==> src/design/vector4_normalize_core_macros.svh <==
// ----------------------------------------------------------------------------
// vector4_normalize_core_macros.svh
// Assertion macros shared by the vector normalize block.
// ----------------------------------------------------------------------------
`ifndef VECTOR4_NORMALIZE_CORE_MACROS_SVH
`define VECTOR4_NORMALIZE_CORE_MACROS_SVH

// same-cycle implication, checked on clk, quiet during reset
`define V4N_ASSERT_IMPL(label, ante, cons) \
	label: assert property (@(posedge clk) disable iff (!arst_n) (ante) |-> (cons)) \
		else $error("v4n check failed");

// next-cycle implication, checked on clk, quiet during reset
`define V4N_ASSERT_NEXT(label, ante, cons) \
	label: assert property (@(posedge clk) disable iff (!arst_n) (ante) |=> (cons)) \
		else $error("v4n check failed");

`endif

==> src/design/v4n_pkg.sv <==
// ----------------------------------------------------------------------------
// v4n_pkg
// Widths and shared types of the four-component vector normalize pipeline.
// ----------------------------------------------------------------------------
`timescale 1ns / 1ps

package v4n_pkg;

	localparam int COMP_BITS      = 16;
	localparam int UNIT_FRAC_BITS = 14;
	localparam int LEN_BITS       = COMP_BITS + 1;
	localparam int UNIT_BITS      = UNIT_FRAC_BITS + 2;
	localparam int MAG_BITS       = COMP_BITS;
	localparam int SQ_BITS        = 2 * MAG_BITS;
	localparam int SUM_BITS       = 2 * COMP_BITS + 1;
	// radicand padded to an even width, one root bit per stage
	localparam int RAD_BITS       = 2 * LEN_BITS;
	localparam int SQRT_STEPS     = LEN_BITS;
	localparam int REM_BITS       = LEN_BITS + 2;
	localparam int DIV_STEPS      = UNIT_FRAC_BITS + 1;
	localparam int QUO_BITS       = UNIT_FRAC_BITS + 1;

	typedef logic [COMP_BITS-1:0] comp_t;
	typedef logic [MAG_BITS-1:0]  mag_t;
	typedef logic [UNIT_BITS-1:0] unit_t;
	typedef logic [LEN_BITS-1:0]  len_t;
	typedef logic [SUM_BITS-1:0]  sum_t;

	// component magnitudes and signs that ride along with each vector
	typedef struct packed {
		mag_t [3:0] mag;
		logic [3:0] neg;
	} side_t;

endpackage

==> src/design/v4n_sqrt.sv <==
// ----------------------------------------------------------------------------
// v4n_sqrt
// Pipelined restoring integer square root, one root bit per stage.
// ----------------------------------------------------------------------------
`timescale 1ns / 1ps

module v4n_sqrt (
	input  logic             clk,
	input  logic             arst_n,
	input  logic             en,
	input  logic             in_vld,
	input  v4n_pkg::sum_t    sum,
	input  v4n_pkg::side_t   in_side,
	output logic             vld,
	output v4n_pkg::len_t    root,
	output v4n_pkg::side_t   side
);
	import v4n_pkg::*;

	logic                 vld_s  [SQRT_STEPS+1];
	logic [RAD_BITS-1:0]  rad_s  [SQRT_STEPS+1];
	logic [REM_BITS-1:0]  rem_s  [SQRT_STEPS+1];
	len_t                 root_s [SQRT_STEPS+1];
	side_t                side_s [SQRT_STEPS+1];

	assign vld_s[0]  = in_vld;
	assign rad_s[0]  = RAD_BITS'(sum);
	assign rem_s[0]  = '0;
	assign root_s[0] = '0;
	assign side_s[0] = in_side;

	for (genvar k = 0; k < SQRT_STEPS; k++) begin : g_step
		logic [REM_BITS+1:0] shifted;
		logic [REM_BITS+1:0] trial;
		logic                take;

		// bring down the next two radicand bits and try root*4+1
		always_comb begin
			shifted = {rem_s[k], rad_s[k][RAD_BITS-1 -: 2]};
			trial   = (REM_BITS+2)'({root_s[k], 2'b01});
			take    = shifted >= trial;
		end

		always_ff @(posedge clk or negedge arst_n) begin
			if (!arst_n)
				vld_s[k+1] <= 1'b0;
			else if (en)
				vld_s[k+1] <= vld_s[k];
		end

		always_ff @(posedge clk) begin
			if (en) begin
				rad_s[k+1]  <= {rad_s[k][RAD_BITS-3:0], 2'b00};
				rem_s[k+1]  <= take ? REM_BITS'(shifted - trial) : REM_BITS'(shifted);
				root_s[k+1] <= {root_s[k][LEN_BITS-2:0], take};
				side_s[k+1] <= side_s[k];
			end
		end
	end

	assign vld  = vld_s[SQRT_STEPS];
	assign root = root_s[SQRT_STEPS];
	assign side = side_s[SQRT_STEPS];

endmodule

==> config.mk <==
export PLATFORM = sky130hd
export DESIGN_NAME = v4n_sqrt
export DESIGN_NICKNAME = d
export VERILOG_FILES = /design/src/design/vector4_normalize_core_macros.svh /design/src/design/v4n_pkg.sv /design/src/design/v4n_sqrt.sv
export SDC_FILE = /design/constraint.sdc
export NUM_CORES = 2
export LEC_CHECK = 0
export BUFFER_PORTS_ARGS = -buffer_cell sky130_fd_sc_hd__buf_2
export CAP_MARGIN = 20
export CORE_UTILIZATION = 55
export CTS_BUF_LIST = sky130_fd_sc_hd__clkbuf_4 sky130_fd_sc_hd__clkbuf_8
export DETAILED_ROUTE_END_ITERATION = 16
export PLACE_DENSITY_LB_ADDON = 0.12
export SYNTH_ARGS = -nofsm -noshare
export SYNTH_HDL_FRONTEND = slang
export SYNTH_SLANG_ARGS = --single-unit
==> constraint.sdc <==
create_clock -name clk -period 3.2 [get_ports clk]
set_clock_uncertainty 0.2 [all_clocks]
set_input_delay 0.32 -clock clk [delete_from_list [all_inputs] [get_ports clk]]
set_output_delay 0.32 -clock clk [all_outputs]
set_load 0.005 [all_outputs]
; Yosys cells after proc, flatten, opt, wreduce, memory -nomap -nowiden
; Index checks and enable logic that the tools add are counted.
[word_totals]
wordCells = 201
out_inout_bits = 86
inputBits = 105
ff_bits = 1885
[op_classes]
n_addsub = 16
muxes = 16
order_cmp = 17
[ops]
columns = operator, n
row1 = $mux W19, 15
row2 = $ge A21 B10 Y1, 1
row3 = $ge A21 B11 Y1, 1
row4 = $ge A21 B12 Y1, 1
row5 = $ge A21 B13 Y1, 1
row6 = $ge A21 B14 Y1, 1
row7 = $ge A21 B15 Y1, 1
row8 = $ge A21 B16 Y1, 1
row9 = $ge A21 B17 Y1, 1
row10 = $ge A21 B18 Y1, 1
row11 = $ge A21 B3 Y1, 1
row12 = $ge A21 B4 Y1, 1
row13 = $ge A21 B5 Y1, 1
row14 = $ge A21 B6 Y1, 1
row15 = $ge A21 B7 Y1, 1
row16 = $ge A21 B8 Y1, 1
row17 = $ge A21 B9 Y1, 1
row18 = $sub A19 B10 Y19, 1
row19 = $sub A19 B11 Y19, 1
row20 = $sub A19 B12 Y19, 1
row21 = $sub A19 B13 Y19, 1
row22 = $sub A19 B14 Y19, 1
row23 = $sub A19 B15 Y19, 1
row24 = $sub A19 B16 Y19, 1
row25 = other kinds (11), 11

; Logic depth before layout (Yosys ltp)
[depth]
word_depth = 2
ltp_mapped = 11
mapped_depth_nobuf = 9

; Least setup slack after synthesis
; Ideal clock, no wire load.
[synth_path]
path_kind = reg-to-reg
start = reg rem_s, in the netlist g_step[13].shifted[3]
end = reg rem_s, in the netlist g_step[14].shifted[10] (data pin)
path_stages_with_launch = 9
period_less_slack_ns = 2.821
n_path_buf = 1
arrival_ns = 2.359
t_required_ns = 2.738
setup_ns = 0.262
setup_slack_ns = 0.379
cell_sequence = edfxtp_1 ha_1 a21oi_1 nand2_1 a221o_1 o32a_1 a31o_1 buf_2 mux2_1
[synth_between]
elab_chain_len = 2
word_cells_on_any_way = 3
classes_between = add/sub: 1 / order compare: 1 / mux: 1
[synth_lines]
columns = element, line_no
row1 = "start, declared", v4n_sqrt.sv:22  ; logic [REM_BITS-1:0] rem_s [SQRT_STEPS+1];
row2 = "start signal, assigned by index", v4n_sqrt.sv:54  ; rem_s[k+1] <= take ? REM_BITS'(shifted - trial) : REM_BITS'(shifted);
row3 = $sub A19 B15 Y19 / $ge A21 B15 Y1 (equally long branches), "v4n_sqrt.sv:54, v4n_sqrt.sv:41"
row4 = $mux W19 (*), v4n_sqrt.sv:54
; Mark *: on every way between the ends. The rest lies on a longest branch, timed or not.
; A chain may end at the register's enable or synchronous reset.

; Worst setup path in the final report
[layout_path]
start = reg rem_s, in the netlist g_step[10].shifted[2]
end = reg rem_s, in the netlist g_step[11].shifted[8] (data pin)
[layout_between]
elab_chain_len = 2
word_cells_on_any_way = 3
classes_between = add/sub: 1 / order compare: 1 / mux: 1
[layout_lines]
columns = element, line_no
row1 = $ge A21 B12 Y1, v4n_sqrt.sv:41  ; take = shifted >= trial;
row2 = named net g_step[10].take, v4n_sqrt.sv:35  ; logic take;
row3 = $mux W19, v4n_sqrt.sv:54
; The timed path passes the listed nets, and every way through them passes these cells.

==> flow_metrics.env <==
export IMPL_whs_ps=160.2
export IMPL_dr_pass1_iters=6
export IMPL_ant_nets=0
export IMPL_clockBufferDepth=4
export IMPL_die_h_um=354.5
export IMPL_yosys_warnings=0
export IMPL_ys_types=91
export IMPL_routed_wl_um=95290
export IMPL_cts_tree="yes"
export IMPL_cap_viol_max_count=0
export IMPL_viasPerCell=5.050
export IMPL_post_drt_wl_per_cell_um=15.27
export IMPL_gp_congestion=0.8981
export IMPL_finalHoldViolations=0
export IMPL_min_to="side_s[849]"
export IMPL_synth_area_um2=68350
export IMPL_io_pins=191
export IMPL_grtUsageTotal_pct=15.29
export IMPL_synth_top_flop_cell="edfxtp_1"
export IMPL_cts_sinks=1876
export IMPL_worstPathRequired_ps=3660
export IMPL_fin_cells=6241
export IMPL_r2r_cells=9
export IMPL_end_kind="flip-flop"
export IMPL_cp_data_arrival_time_ps=3490
export IMPL_synth_fp_nets=3970
export IMPL_outcome="completed"
export IMPL_fin_ws_ps=170.3
export IMPL_ir_worst_vdd_mv=0.4859
export IMPL_ys_ff_latch=1876
export IMPL_path_max_fanout=20
export IMPL_dp_slack_ps=-5.748
export IMPL_route_detailed_drc=0
export IMPL_cts_made_buffers=309
export IMPL_drt_initial_drc_count=2008
export IMPL_dp_hpwl_um=57310
export IMPL_antenna_found_initial=3
export IMPL_reg2reg_slack_ps=170
export IMPL_hold_start="side_s[917]"
export IMPL_synthCells=3695
export IMPL_dpl_cell_count=5521
export IMPL_areaGrowthSynthToFinish_pct=16.40
export IMPL_pwr_density_cell_nw_per_um2=672.6
export IMPL_crit_path_start_kind="flip-flop"
export IMPL_worstReg2RegStart="g_step[10].shifted[2]"
export IMPL_grt_pass1_wl_um=154900
export IMPL_fin_crit_sh_pct=94.68
export IMPL_setup_violations=0
export IMPL_fillCellCount=8474
export IMPL_fin_area_um2=79560
export IMPL_root_buffer="clkbuf_8"
export IMPL_start_util_pct=55.79
export IMPL_rows=128
export IMPL_drive_gt1_share_pct=18.33
export IMPL_grt_pass1_vias=32550
export IMPL_hold_class="flip-flop to flip-flop"
export IMPL_fp_dieArea_um2=125700
export IMPL_max_freq_mhz=330.1
export IMPL_worstReg2RegEnd="g_step[11].shifted[8]"
export IMPL_ys_async_sr_fraction_pct=0.9062
export IMPL_synth_edff_count=1859
export IMPL_p_leak_nw=29.28
export IMPL_slew_headroom_pct=49.63
export IMPL_clkSlewWorstSetupHoldPaths_ps=60
export IMPL_place_area_um2=71850
export IMPL_grt_overflow=0
export IMPL_die_w_um=354.5
export IMPL_num_vias=31520
export IMPL_io_buffer_count=190
export IMPL_synth_seq_area_share_pct=82.30
export IMPL_core_area_um2=122500
export IMPL_rsz0062_at_grt="no"
export IMPL_worst_pin_slew_ps=753.1
export IMPL_cts_max_level=5
export IMPL_worstSetupPathType="flip-flop to flip-flop"
export IMPL_grt_max_degree=122
export IMPL_post_cts_buffers=0
export IMPL_maxSlewViolCount=0
export IMPL_period_needed_ps=3030
export IMPL_syn_avg_cell_area_um2=18.50
export IMPL_cp_startpoint="g_step[10].shifted[2]"
export IMPL_min_path_cells=0
export IMPL_clk_latency_ps=940
export IMPL_nets=4690
routing by layer:
layer  track usage, %  wire length [um]
met5                0                 0
met4            8.216              3637
met3            3.321              3681
met2            26.06             48180
met1            18.21             39790
cells in the mapped netlist (29+ instances only):
library cell | instances | area, um2
a21o_1 | 40 | 300.3
a21oi_1 | 146 | 730.7
buf_4 | 70 | 525.5
edfxtp_1 | 1859 | 55820
ha_1 | 170 | 2127
inv_1 | 201 | 754.5
mux2_2 | 44 | 495.5
nand2_1 | 140 | 525.5
nand2b_1 | 29 | 181.4
nand3_1 | 43 | 215.2
nor2_1 | 170 | 638.1
nor3_1 | 59 | 295.3
nor4_1 | 40 | 250.2
o21a_1 | 47 | 352.8
o21ai_0 | 88 | 440.4
xnor2_1 | 112 | 980.9
xor2_1 | 97 | 849.6
report_power, final:
part	total, mW	internal [mW]	switching, mW
logic	4.42	2.02	2.40
registers	30.1	29.4	0.779
clock network	18.9	10.5	8.44
total	53.5	41.9	11.6
cell families after synthesis:
kind of cell | share of synthesized area (%)
compound gates | 4.157
mux | 1.011
simple gates | 4.611
buf+inv | 2.129
flops | 82.30
xor+xnor | 2.678
fa+ha+maj | 3.112
other cells | 0.005487
critical path, cell delays in order (launching register included):
cell and delay [ps]:
edfxtp_1 400, ha_1 370, o21a_1 140, nor4_1 290, o31a_1 290, o221ai_1 270
nor4_4 280, buf_12 200, inv_1 70, mux2_2 260
final cells by class:
cell class                      instances  area (um2)  area share (%)
Timing Repair Buffer                  516        4247           5.338
Tap cell                             1625        2033           2.556
Multi-Input combinational cell       1511       10680           13.42
Inverter                              201       754.5          0.9483
Clock inverter                         80       405.4          0.5096
Clock buffer                          426        5175           6.505
Sequential cell                      1876       56250           70.70
Antenna cell                            6       15.01         0.01887
state kept, by name (all words and copies together), names as in the netlist:
signal          cells
root               17
vld_s              16
vld                 1
side               68
g_step.shifted    310
g_step.trial      136
rad_s             240
side_s           1088
metrics by stage:
stage / setup TNS [ps] / utilization, % / total power, mW
floorplan: 0 / - / 33.17
global placement: 0 / 58.65 / 34.68
detailed placement: -5.748 / 58.65 / 34.86
CTS: 0 / 64.91 / 54.33
global route: 0 / 64.93 / 56.01
finish: 0 / 64.94 / 53.51
timing repair:
action / in CTS / in global routing
endpoints found under the hold margin: 1199 / 0
endpoints found under the setup margin: 3 / 13
cloned: 0 / 0
resized for setup: 1 / 4
hold buffers: 208 / 0
how the worst max path moves through the flow:
stage	slack (ps)	end	depth (start not counted)
after floorplan	380	g_step[14].shifted[10]	8
after global placement	30	g_step[12].shifted[6]	7
after detailed placement	-6	g_step[12].shifted[10]	7
after CTS	90	g_step[14].shifted[6]	6
after global routing	30	g_step[15].shifted[9]	8
final	170	g_step[11].shifted[8]	9
placed cells by master (no fill, tap or decap), types with 40 or more instances in the layout:
cell type / count
nor2_1: 170
buf_2: 189
xor2_1: 97
xnor2_1: 112
buf_4: 93
inv_1: 201
dlygate4sd3_1: 208
o21a_1: 47
nand2_1: 140
clkbuf_8: 316
a21o_1: 40
o21ai_0: 88
ha_1: 170
nand3_1: 43
nor3_1: 59
mux2_2: 44
clkbuf_4: 110
a21oi_1: 146
clkinv_1: 53
edfxtp_1: 1859
No activity file was read; power rests on OpenSTA's default activity.
