===== src/design/vector4_normalize_core_macros.svh =====
// ----------------------------------------------------------------------------
// vector4_normalize_core_macros.svh
// Assertion macros shared by the vector normalize block.
// ----------------------------------------------------------------------------
`ifndef VECTOR4_NORMALIZE_CORE_MACROS_SVH
`define VECTOR4_NORMALIZE_CORE_MACROS_SVH

// same-cycle implication, checked on clk, quiet during reset
`define V4N_ASSERT_IMPL(label, ante, cons) \
	label: assert property (@(posedge clk) disable iff (!arst_n) (ante) |-> (cons)) \
		else $error("v4n check failed");

// next-cycle implication, checked on clk, quiet during reset
`define V4N_ASSERT_NEXT(label, ante, cons) \
	label: assert property (@(posedge clk) disable iff (!arst_n) (ante) |=> (cons)) \
		else $error("v4n check failed");

`endif


===== src/design/v4n_pkg.sv =====
// ----------------------------------------------------------------------------
// v4n_pkg
// Widths and shared types of the four-component vector normalize pipeline.
// ----------------------------------------------------------------------------
`timescale 1ns / 1ps

package v4n_pkg;

	localparam int COMP_BITS      = 16;
	localparam int UNIT_FRAC_BITS = 14;
	localparam int LEN_BITS       = COMP_BITS + 1;
	localparam int UNIT_BITS      = UNIT_FRAC_BITS + 2;
	localparam int MAG_BITS       = COMP_BITS;
	localparam int SQ_BITS        = 2 * MAG_BITS;
	localparam int SUM_BITS       = 2 * COMP_BITS + 1;
	// radicand padded to an even width, one root bit per stage
	localparam int RAD_BITS       = 2 * LEN_BITS;
	localparam int SQRT_STEPS     = LEN_BITS;
	localparam int REM_BITS       = LEN_BITS + 2;
	localparam int DIV_STEPS      = UNIT_FRAC_BITS + 1;
	localparam int QUO_BITS       = UNIT_FRAC_BITS + 1;

	typedef logic [COMP_BITS-1:0] comp_t;
	typedef logic [MAG_BITS-1:0]  mag_t;
	typedef logic [UNIT_BITS-1:0] unit_t;
	typedef logic [LEN_BITS-1:0]  len_t;
	typedef logic [SUM_BITS-1:0]  sum_t;

	// component magnitudes and signs that ride along with each vector
	typedef struct packed {
		mag_t [3:0] mag;
		logic [3:0] neg;
	} side_t;

endpackage


===== src/design/v4n_divide.sv =====
// ----------------------------------------------------------------------------
// v4n_divide
// Four-lane pipelined restoring divide of magnitude by length, with
// saturation, sign restore and the output register.
// ----------------------------------------------------------------------------
`timescale 1ns / 1ps

module v4n_divide (
	input  logic                  clk,
	input  logic                  arst_n,
	input  logic                  en,
	input  logic                  in_vld,
	input  v4n_pkg::len_t         len,
	input  v4n_pkg::side_t        in_side,
	output logic                  vld,
	output v4n_pkg::len_t         len_out,
	output v4n_pkg::unit_t [3:0]  unit,
	output logic                  zero
);
	import v4n_pkg::*;

	localparam logic [QUO_BITS-1:0] ONE = QUO_BITS'(1) << UNIT_FRAC_BITS;

	logic                       vld_s  [DIV_STEPS+1];
	len_t                       len_s  [DIV_STEPS+1];
	logic [3:0]                 neg_s  [DIV_STEPS+1];
	logic [3:0]                 sat_s  [DIV_STEPS+1];
	logic [3:0]                 lsb_s  [DIV_STEPS+1];
	len_t [3:0]                 rem_s  [DIV_STEPS+1];
	logic [3:0][QUO_BITS-1:0]   quo_s  [DIV_STEPS+1];

	logic                       vld_q;
	len_t                       len_q;
	unit_t [3:0]                unit_q;
	logic                       zero_q;

	// entry: saturate when mag >= 2*len, else start remainder at mag/2 (< len)
	always_comb begin
		vld_s[0] = in_vld;
		len_s[0] = len;
		for (int i = 0; i < 4; i++) begin
			neg_s[0][i] = in_side.neg[i];
			sat_s[0][i] = (LEN_BITS+1)'(in_side.mag[i]) >= {len, 1'b0};
			lsb_s[0][i] = in_side.mag[i][0];
			rem_s[0][i] = LEN_BITS'(in_side.mag[i] >> 1);
			quo_s[0][i] = '0;
		end
	end

	for (genvar k = 0; k < DIV_STEPS; k++) begin : g_step
		logic [3:0][LEN_BITS:0] part;
		logic [3:0]             take;

		// the first step brings down the magnitude's low bit, the rest zeros
		always_comb begin
			for (int i = 0; i < 4; i++) begin
				part[i] = {rem_s[k][i], (k == 0) ? lsb_s[k][i] : 1'b0};
				take[i] = part[i] >= (LEN_BITS+1)'(len_s[k]);
			end
		end

		always_ff @(posedge clk or negedge arst_n) begin
			if (!arst_n)
				vld_s[k+1] <= 1'b0;
			else if (en)
				vld_s[k+1] <= vld_s[k];
		end

		always_ff @(posedge clk) begin
			if (en) begin
				len_s[k+1] <= len_s[k];
				neg_s[k+1] <= neg_s[k];
				sat_s[k+1] <= sat_s[k];
				lsb_s[k+1] <= lsb_s[k];
				for (int i = 0; i < 4; i++) begin
					rem_s[k+1][i] <= take[i]
						? LEN_BITS'(part[i] - (LEN_BITS+1)'(len_s[k]))
						: LEN_BITS'(part[i]);
					quo_s[k+1][i] <= {quo_s[k][i][QUO_BITS-2:0], take[i]};
				end
			end
		end
	end

	// clamp, restore sign, zero-length override
	always_ff @(posedge clk or negedge arst_n) begin
		if (!arst_n)
			vld_q <= 1'b0;
		else if (en)
			vld_q <= vld_s[DIV_STEPS];
	end

	always_ff @(posedge clk) begin
		logic [QUO_BITS-1:0] mq;
		logic                is_zero;
		if (en) begin
			is_zero = len_s[DIV_STEPS] == '0;
			len_q   <= len_s[DIV_STEPS];
			zero_q  <= is_zero;
			for (int i = 0; i < 4; i++) begin
				mq = (sat_s[DIV_STEPS][i] || quo_s[DIV_STEPS][i] > ONE)
					? ONE : quo_s[DIV_STEPS][i];
				if (is_zero)
					unit_q[i] <= '0;
				else if (neg_s[DIV_STEPS][i])
					unit_q[i] <= ~UNIT_BITS'(mq) + 1'b1;
				else
					unit_q[i] <= UNIT_BITS'(mq);
			end
		end
	end

	assign vld     = vld_q;
	assign len_out = len_q;
	assign unit    = unit_q;
	assign zero    = zero_q;

endmodule


===== config.mk =====
export PLATFORM = sky130hd
export DESIGN_NAME = v4n_divide
export DESIGN_NICKNAME = d
export VERILOG_FILES = /design/src/design/vector4_normalize_core_macros.svh /design/src/design/v4n_pkg.sv /design/src/design/v4n_divide.sv
export SDC_FILE = /design/constraint.sdc
export NUM_CORES = 2
export LEC_CHECK = 0
export ABC_AREA = 1
export BUFFER_PORTS_ARGS = -buffer_cell sky130_fd_sc_hd__buf_2
export CORE_MARGIN = 3
export CORE_UTILIZATION = 30
export CTS_BUF_LIST = sky130_fd_sc_hd__clkbuf_16
export DETAILED_ROUTE_END_ITERATION = 10
export GPL_ROUTABILITY_DRIVEN = 0
export PLACE_DENSITY = 0.55
export SLEW_MARGIN = 20
export SYNTH_ARGS = -nofsm -noshare
export SYNTH_HDL_FRONTEND = slang
export SYNTH_SLANG_ARGS = --single-unit

===== constraint.sdc =====
create_clock -name clk -period 2.6 [get_ports clk]
set_input_delay 0.39 -clock clk [delete_from_list [all_inputs] [get_ports clk]]
set_output_delay 0.39 -clock clk [all_outputs]
set_load 0.03 [all_outputs]

Word level (Yosys, flattened, before mapping)
Cells that the tools add are included.
Widths: inputs -> output; s select.
{"block": "op_classes", "addsub": 60, "magnitude_cmp": 68, "muxes": 64, "bitwise_logic": 8, "reduce_logical": 9}
{"cell": "$ge 18x17->1", "count": 56}
{"cell": "$mux 17", "count": 52}
{"cell": "$sub 17x17->17", "count": 52}
{"cell": "$mux 15", "count": 8}
{"cell": "$ge 16x18->1", "count": 4}
{"cell": "$ge 16x17->1", "count": 4}
{"cell": "$sub 16x17->17", "count": 4}
{"cell": "$add 16x1->16 const B", "count": 4}
{"cell": "$mux 16", "count": 4}
{"cell": "$not 15->16", "count": 4}
{"cell": "$gt 15x15->1 const B", "count": 4}
{"cell": "$logic_not 17->1", "count": 1}
{"cell": "$reduce_or 2->1", "count": 4}
{"cell": "$logic_or 1x1->1", "count": 4}
{"cell": "$not 1->1", "count": 4}
{"block": "totals", "regBits": 1905, "in_bits": 89, "out_inout_bits": 83, "word_cells": 452}

Depth between registers and ports, before layout
{"block": "logic_depth", "depth_word": 6, "depth_mapped": 15, "mapped_depth_nobuf": 14}

Worst setup path after synthesis
No wires, ideal clock.
{"block": "synth_timing", "path_type": "register to register", "start": "register len_s[238] (netlist bit)", "end": "register rem_s (netlist bit g_step[2].part[69]) (data pin)", "setup_ns": 0.260, "arrival_ns": 1.952, "t_required_ns": 2.340, "path_slack_ns": 0.388, "path_stages_with_launch": 12, "n_path_buf": 0, "period_less_slack_ns": 2.212, "cell_sequence": "edfxtp_1 fa_1 inv_1 nand3_1 nand2_1 a21oi_1 o21ai_0 nand2_1 nand2_1 nand2_1 nand3_1 o21ai_0"}
{"block": "synth_between", "elab_chain_len": 2, "elab_cells_between_ends": 3, "classes_between": "1 x add/sub; 1 x order compare; 1 x mux"}
{"item": "from (decl)", "line_no": "v4n_divide.sv:25", "text": "len_t len_s [DIV_STEPS+1];"}
{"item": "from (signal, indexed assignment)", "line_no": "v4n_divide.sv:71", "text": "len_s[k+1] <= len_s[k];"}
{"item": "$sub 17x17->17 / $ge 18x17->1 (equally long branches)", "line_no": "v4n_divide.sv:77, v4n_divide.sv:58"}
{"item": "$mux 17 (*)", "line_no": "v4n_divide.sv:77", "text": "? LEN_BITS'(part[i] - (LEN_BITS+1)'(len_s[k]))"}
{"item": "to (signal, indexed assignment)", "line_no": "v4n_divide.sv:76", "text": "rem_s[k+1][i] <= take[i]"}
{"item": "to (decl)", "line_no": "v4n_divide.sv:29", "text": "len_t [3:0] rem_s [DIV_STEPS+1];"}
Mark *: on every way between the ends. The rest lies on a longest branch, timed or not.
A chain may end at the register's enable or synchronous reset.

Final worst setup path
{"block": "layout_timing", "start": "register len_s[193] (netlist bit)", "end": "register rem_s (netlist bit g_step[5].part[30]) (data pin)"}
The elaborated chain is that of the path after synthesis.

==> results.md <==
Run status:
- The run finished with clean final reports.

CTS:
- The number of H-tree levels is 4.
- The CTS tree is built.
- The number of buffers between clock root and the deepest sink is 4.
- The clock-pin transition on the worst setup and hold timing paths is roughly 0.06 ns.
- For this design, the sink count on the clock tree is about 1900.
- Clock latency on the worst-skew pair, taken at its later pin, is just over 0.9 ns.
- The cell sitting at the root of the clock tree is a clkbuf_16.
- The number of buffers created by CTS is roughly 220.

Layout:
- The library cells used most frequently in the layout, excluding fill and tap cells, are nand2_1 (3113), inv_1 (2286), edfxtp_1 (1889).
- The antenna cell count is 0.
- The share of final-layout standard cells stronger than drive strength 1 is between 10% and 20%.
- The area growth from synthesis to final layout is 23.45%.
- The most common library cell in the layout ignoring fill and taps is nand2_1.
- The final net count is ~17000.

Setup path:
- STA puts the critical path data required time at ~3.2 ns.
- Of all nets on the critical path, the largest fanout is 17.
- The capturing element type of the critical path is a flip-flop.
- The critical path arrival is around 3.1 ns.
- The worst setup path is launched from a flip-flop.
- The start-to-end type of the worst setup path is flip-flop to flip-flop.

Yosys:
- The number of synthesized register bits is roughly 1900.
- For this run, the number of Yosys warnings is 0.
- Synthesis handed over a netlist of approximately 14000 instances.
- Sorting the synthesized cells by area gives the leading types as edfxtp_1 (45%), ha_1 (11%), nand2_1 (9.4%).
- The sequential area share after synthesis is between 40% and 50%.
- The share of the synthesized area in the top cell type is a little under half.
- Yosys mapped a number of flops with a built-in enable equal to approximately 1900.
- The primary flip-flop cell chosen by synthesis mapping is edfxtp_1.
- The number of nets handed over by synthesis was 15580.
- The netlist area before placement is around 120000 um^2.
- After synthesis, the share of flip-flops with an asynchronous set or reset is less than 1%.
- The number of different library cells in the post-synthesis netlist is between 50 and 60.
- edfxtp_1 takes more of the synthesized area than any other cell.
- The synthesized area divided by synthesized cell count is between 8 and 9 um^2.

Placed design:
- Detailed placement ended at an HPWL of 302200 um.
- Input and output buffers added on the ports amount to 171.
- The post-placement worst setup slack is -0.06088 ns.

Timing:
- The setup slack after layout is about 0.063 ns.
- The count of final max-slew check failures is 0.
- The clock period could shrink to 2.537 ns.
- The highest achievable clock rate is around 0.39 GHz.
- The clock tree skew after final layout is between 0.1 and 0.15 ns.
- The worst relative slew slack is 52.51%.
- Setup repair after global routing could not meet its margin everywhere.
- The setup TNS is 0 ns.
- The transition time at the pin with the least slew margin is 0.7100 ns.
- The final cycle utilization of the critical path is a little over nine tenths.
- The hold violation total from the final report was 0.
- The total setup violations reported at the end of the flow is 0.

Floorplanning:
- The core footprint is about 410000 um^2.
- The floorplan row count is around 240.
- The die covers 423600 um^2.
- The die is approximately 650 um tall.
- The number of placed I/O pins is 172.
- The initial utilization of the core area, before any placement, comes to 30.16%.
- The floorplan die width is 650.9 um.

Drt:
- In the routed layout, each cell is associated on average with a via count of about 4.6.
- The detailed router finished its first iteration with approximately 5700 violations.
- The via count is about 100k.
- The DRC violation count after routing is 0.
- The sum of routed wire length over all layers is roughly 370000 um.
- The mean routed wirelength per cell is 16.79 um.
- The pre-antenna-repair detailed-routing pass consisted of 7 iterations.
- The number of routed nets with antenna violations is 0.

Global route:
- The via count of the first global-routing pass is around 100k.
- Global routing used about a fifth of the available met1 tracks.
- The first global-routing pass estimated around 560000 um of wire.
- The total global routing overflow is 0.
- The busiest metal layer after global routing is met2.
- Global routing used approximately 17% of the available tracks across all layers.
- Entering global routing, the biggest net connects about 120 pins.
- The fraction of met3 tracks used by global routing is between 1.5 and 2%.
- The initial antenna violation count is 6.
- Global routing consumed, on the met2 layer, 30.94% of the routing resources.

Job:
- The count of maximum capacitance violations is 0.

Power:
- VDD sags by at most approximately 0.00064 V.
- For this design the static power due to leakage is around 70 nW.
- The power density relative to cell area is approximately 1100 nW/um^2.

Min path:
- The worst min-delay path category is primary input to flip-flop.
[sequential cells by signal, summed over array words and instances (netlist names)]
register / cells
len_out: 17
sat_s: 60
quo_s: 480
len_s: 255
neg_s: 60
vld: 1
g_step.part: 952
vld_s: 15
unit: 64
zero: 1
[worst paths after layout]
| path | cells after the start | startpoint | end | slack, ns |
|---|---|---|---|---|
| setup / recovery | 14 | len_s[193]$_DFFE_PP_ | g_step[5].part[30]$_DFFE_PP_ | 0.06 |
| hold / removal | 2 | in_side[0] | neg_s[56]$_DFFE_PP_ | 0.18 |
| setup reg to reg | 14 | len_s[193]$_DFFE_PP_ | g_step[5].part[30]$_DFFE_PP_ | 0.06 |
| hold reg to reg | 0 | quo_s[541]$_DFFE_PP_ | quo_s[482]$_DFFE_PP_ | 0.30 |
| max in group asynchronous | 3 | arst_n | vld_s[7]$_DFFE_PN0P_ | 1.57 |
| min in group asynchronous | 3 | arst_n | vld_s[0]$_DFFE_PN0P_ | 0.58 |
[logic make-up after synthesis]
family          synth area share [%]
simple gates                   19.14
xor+xnor                       3.622
flops                          45.79
compound gates                 11.94
fa+ha+maj                      11.69
buf+inv                        7.819
[critical path, cell delays in order (launching register included)]
cell	delay, ns
edfxtp_1	0.44
inv_1	0.19
buf_4	0.17
ha_1	0.24
nand2_1	0.17
nor2_2	0.08
o21ai_1	0.09
nand2_1	0.06
nand2_1	0.06
and2_4	0.15
nand3_4	0.11
buf_12	0.18
nand3_1	0.07
o21ai_1	0.12
buf_4	0.15
[cell type report]
type | count | area, um^2
clock inverters | 184 | 1753
multi-input cells | 9965 | 58370
fillers | 41690 | 259700
clock buffers | 219 | 5480
well taps | 5474 | 6849
inverters | 2276 | 8543
flip-flops and latches | 1905 | 57120
repair buffers | 1870 | 15890
[cells in the mapped netlist (all sizes together) (16+ instances only)]
cell type  count
o31ai         58
fa            56
nand2       3138
xnor2        192
a21boi        31
nor4          27
xor2         324
edfxtp      1889
o211ai        53
nand3b       110
ha          1076
nand3        908
inv         2271
nor2         770
a21oi       1081
nor3         223
nand4        198
and2         133
buf          204
a31oi        109
o21ai       1367
dfrtp         16
o21bai        67
[timing repair]
item	in CTS	in global routing
buffers inserted	2	18
hold endpoints to repair	109	0
pin swaps	0	9
gates cloned	0	1
resized for setup	11	183
hold buffers	89	0
setup endpoints to repair	9	293
[per-layer routing]
layer | share of wire [%] | routed length, um
met5 | 0.0035 | 13
met4 | 7.4 | 27250
met3 | 3.1 | 11430
met2 | 50 | 183200
met1 | 40 | 145600
[report_power, final]
part	internal [mW]	switching [mW]
combinational	34.9	47.1
sequential	46.4	5.29
clock	18.1	13.2
total	99.3	65.6
[metrics by stage]
| stage | std cells | cell area, um^2 | hold slack (ns) | util [%] | total power [mW] |
|---|---|---|---|---|---|
| floorplan | 14360 | 124800 | 0.09441 | - | 103.5 |
| global placement | 21380 | 145200 | 0.3216 | 35.10 | 132.2 |
| detailed placement | 21380 | 145200 | 0.3297 | 35.10 | 133.2 |
| CTS | 21870 | 153300 | 0.06316 | 37.07 | 165.2 |
| global route | 21890 | 154000 | 0.1132 | 37.23 | 179.6 |
| finish | 21890 | 154000 | 0.1751 | 37.23 | 164.9 |
No activity file was read; power rests on OpenSTA's default activity.
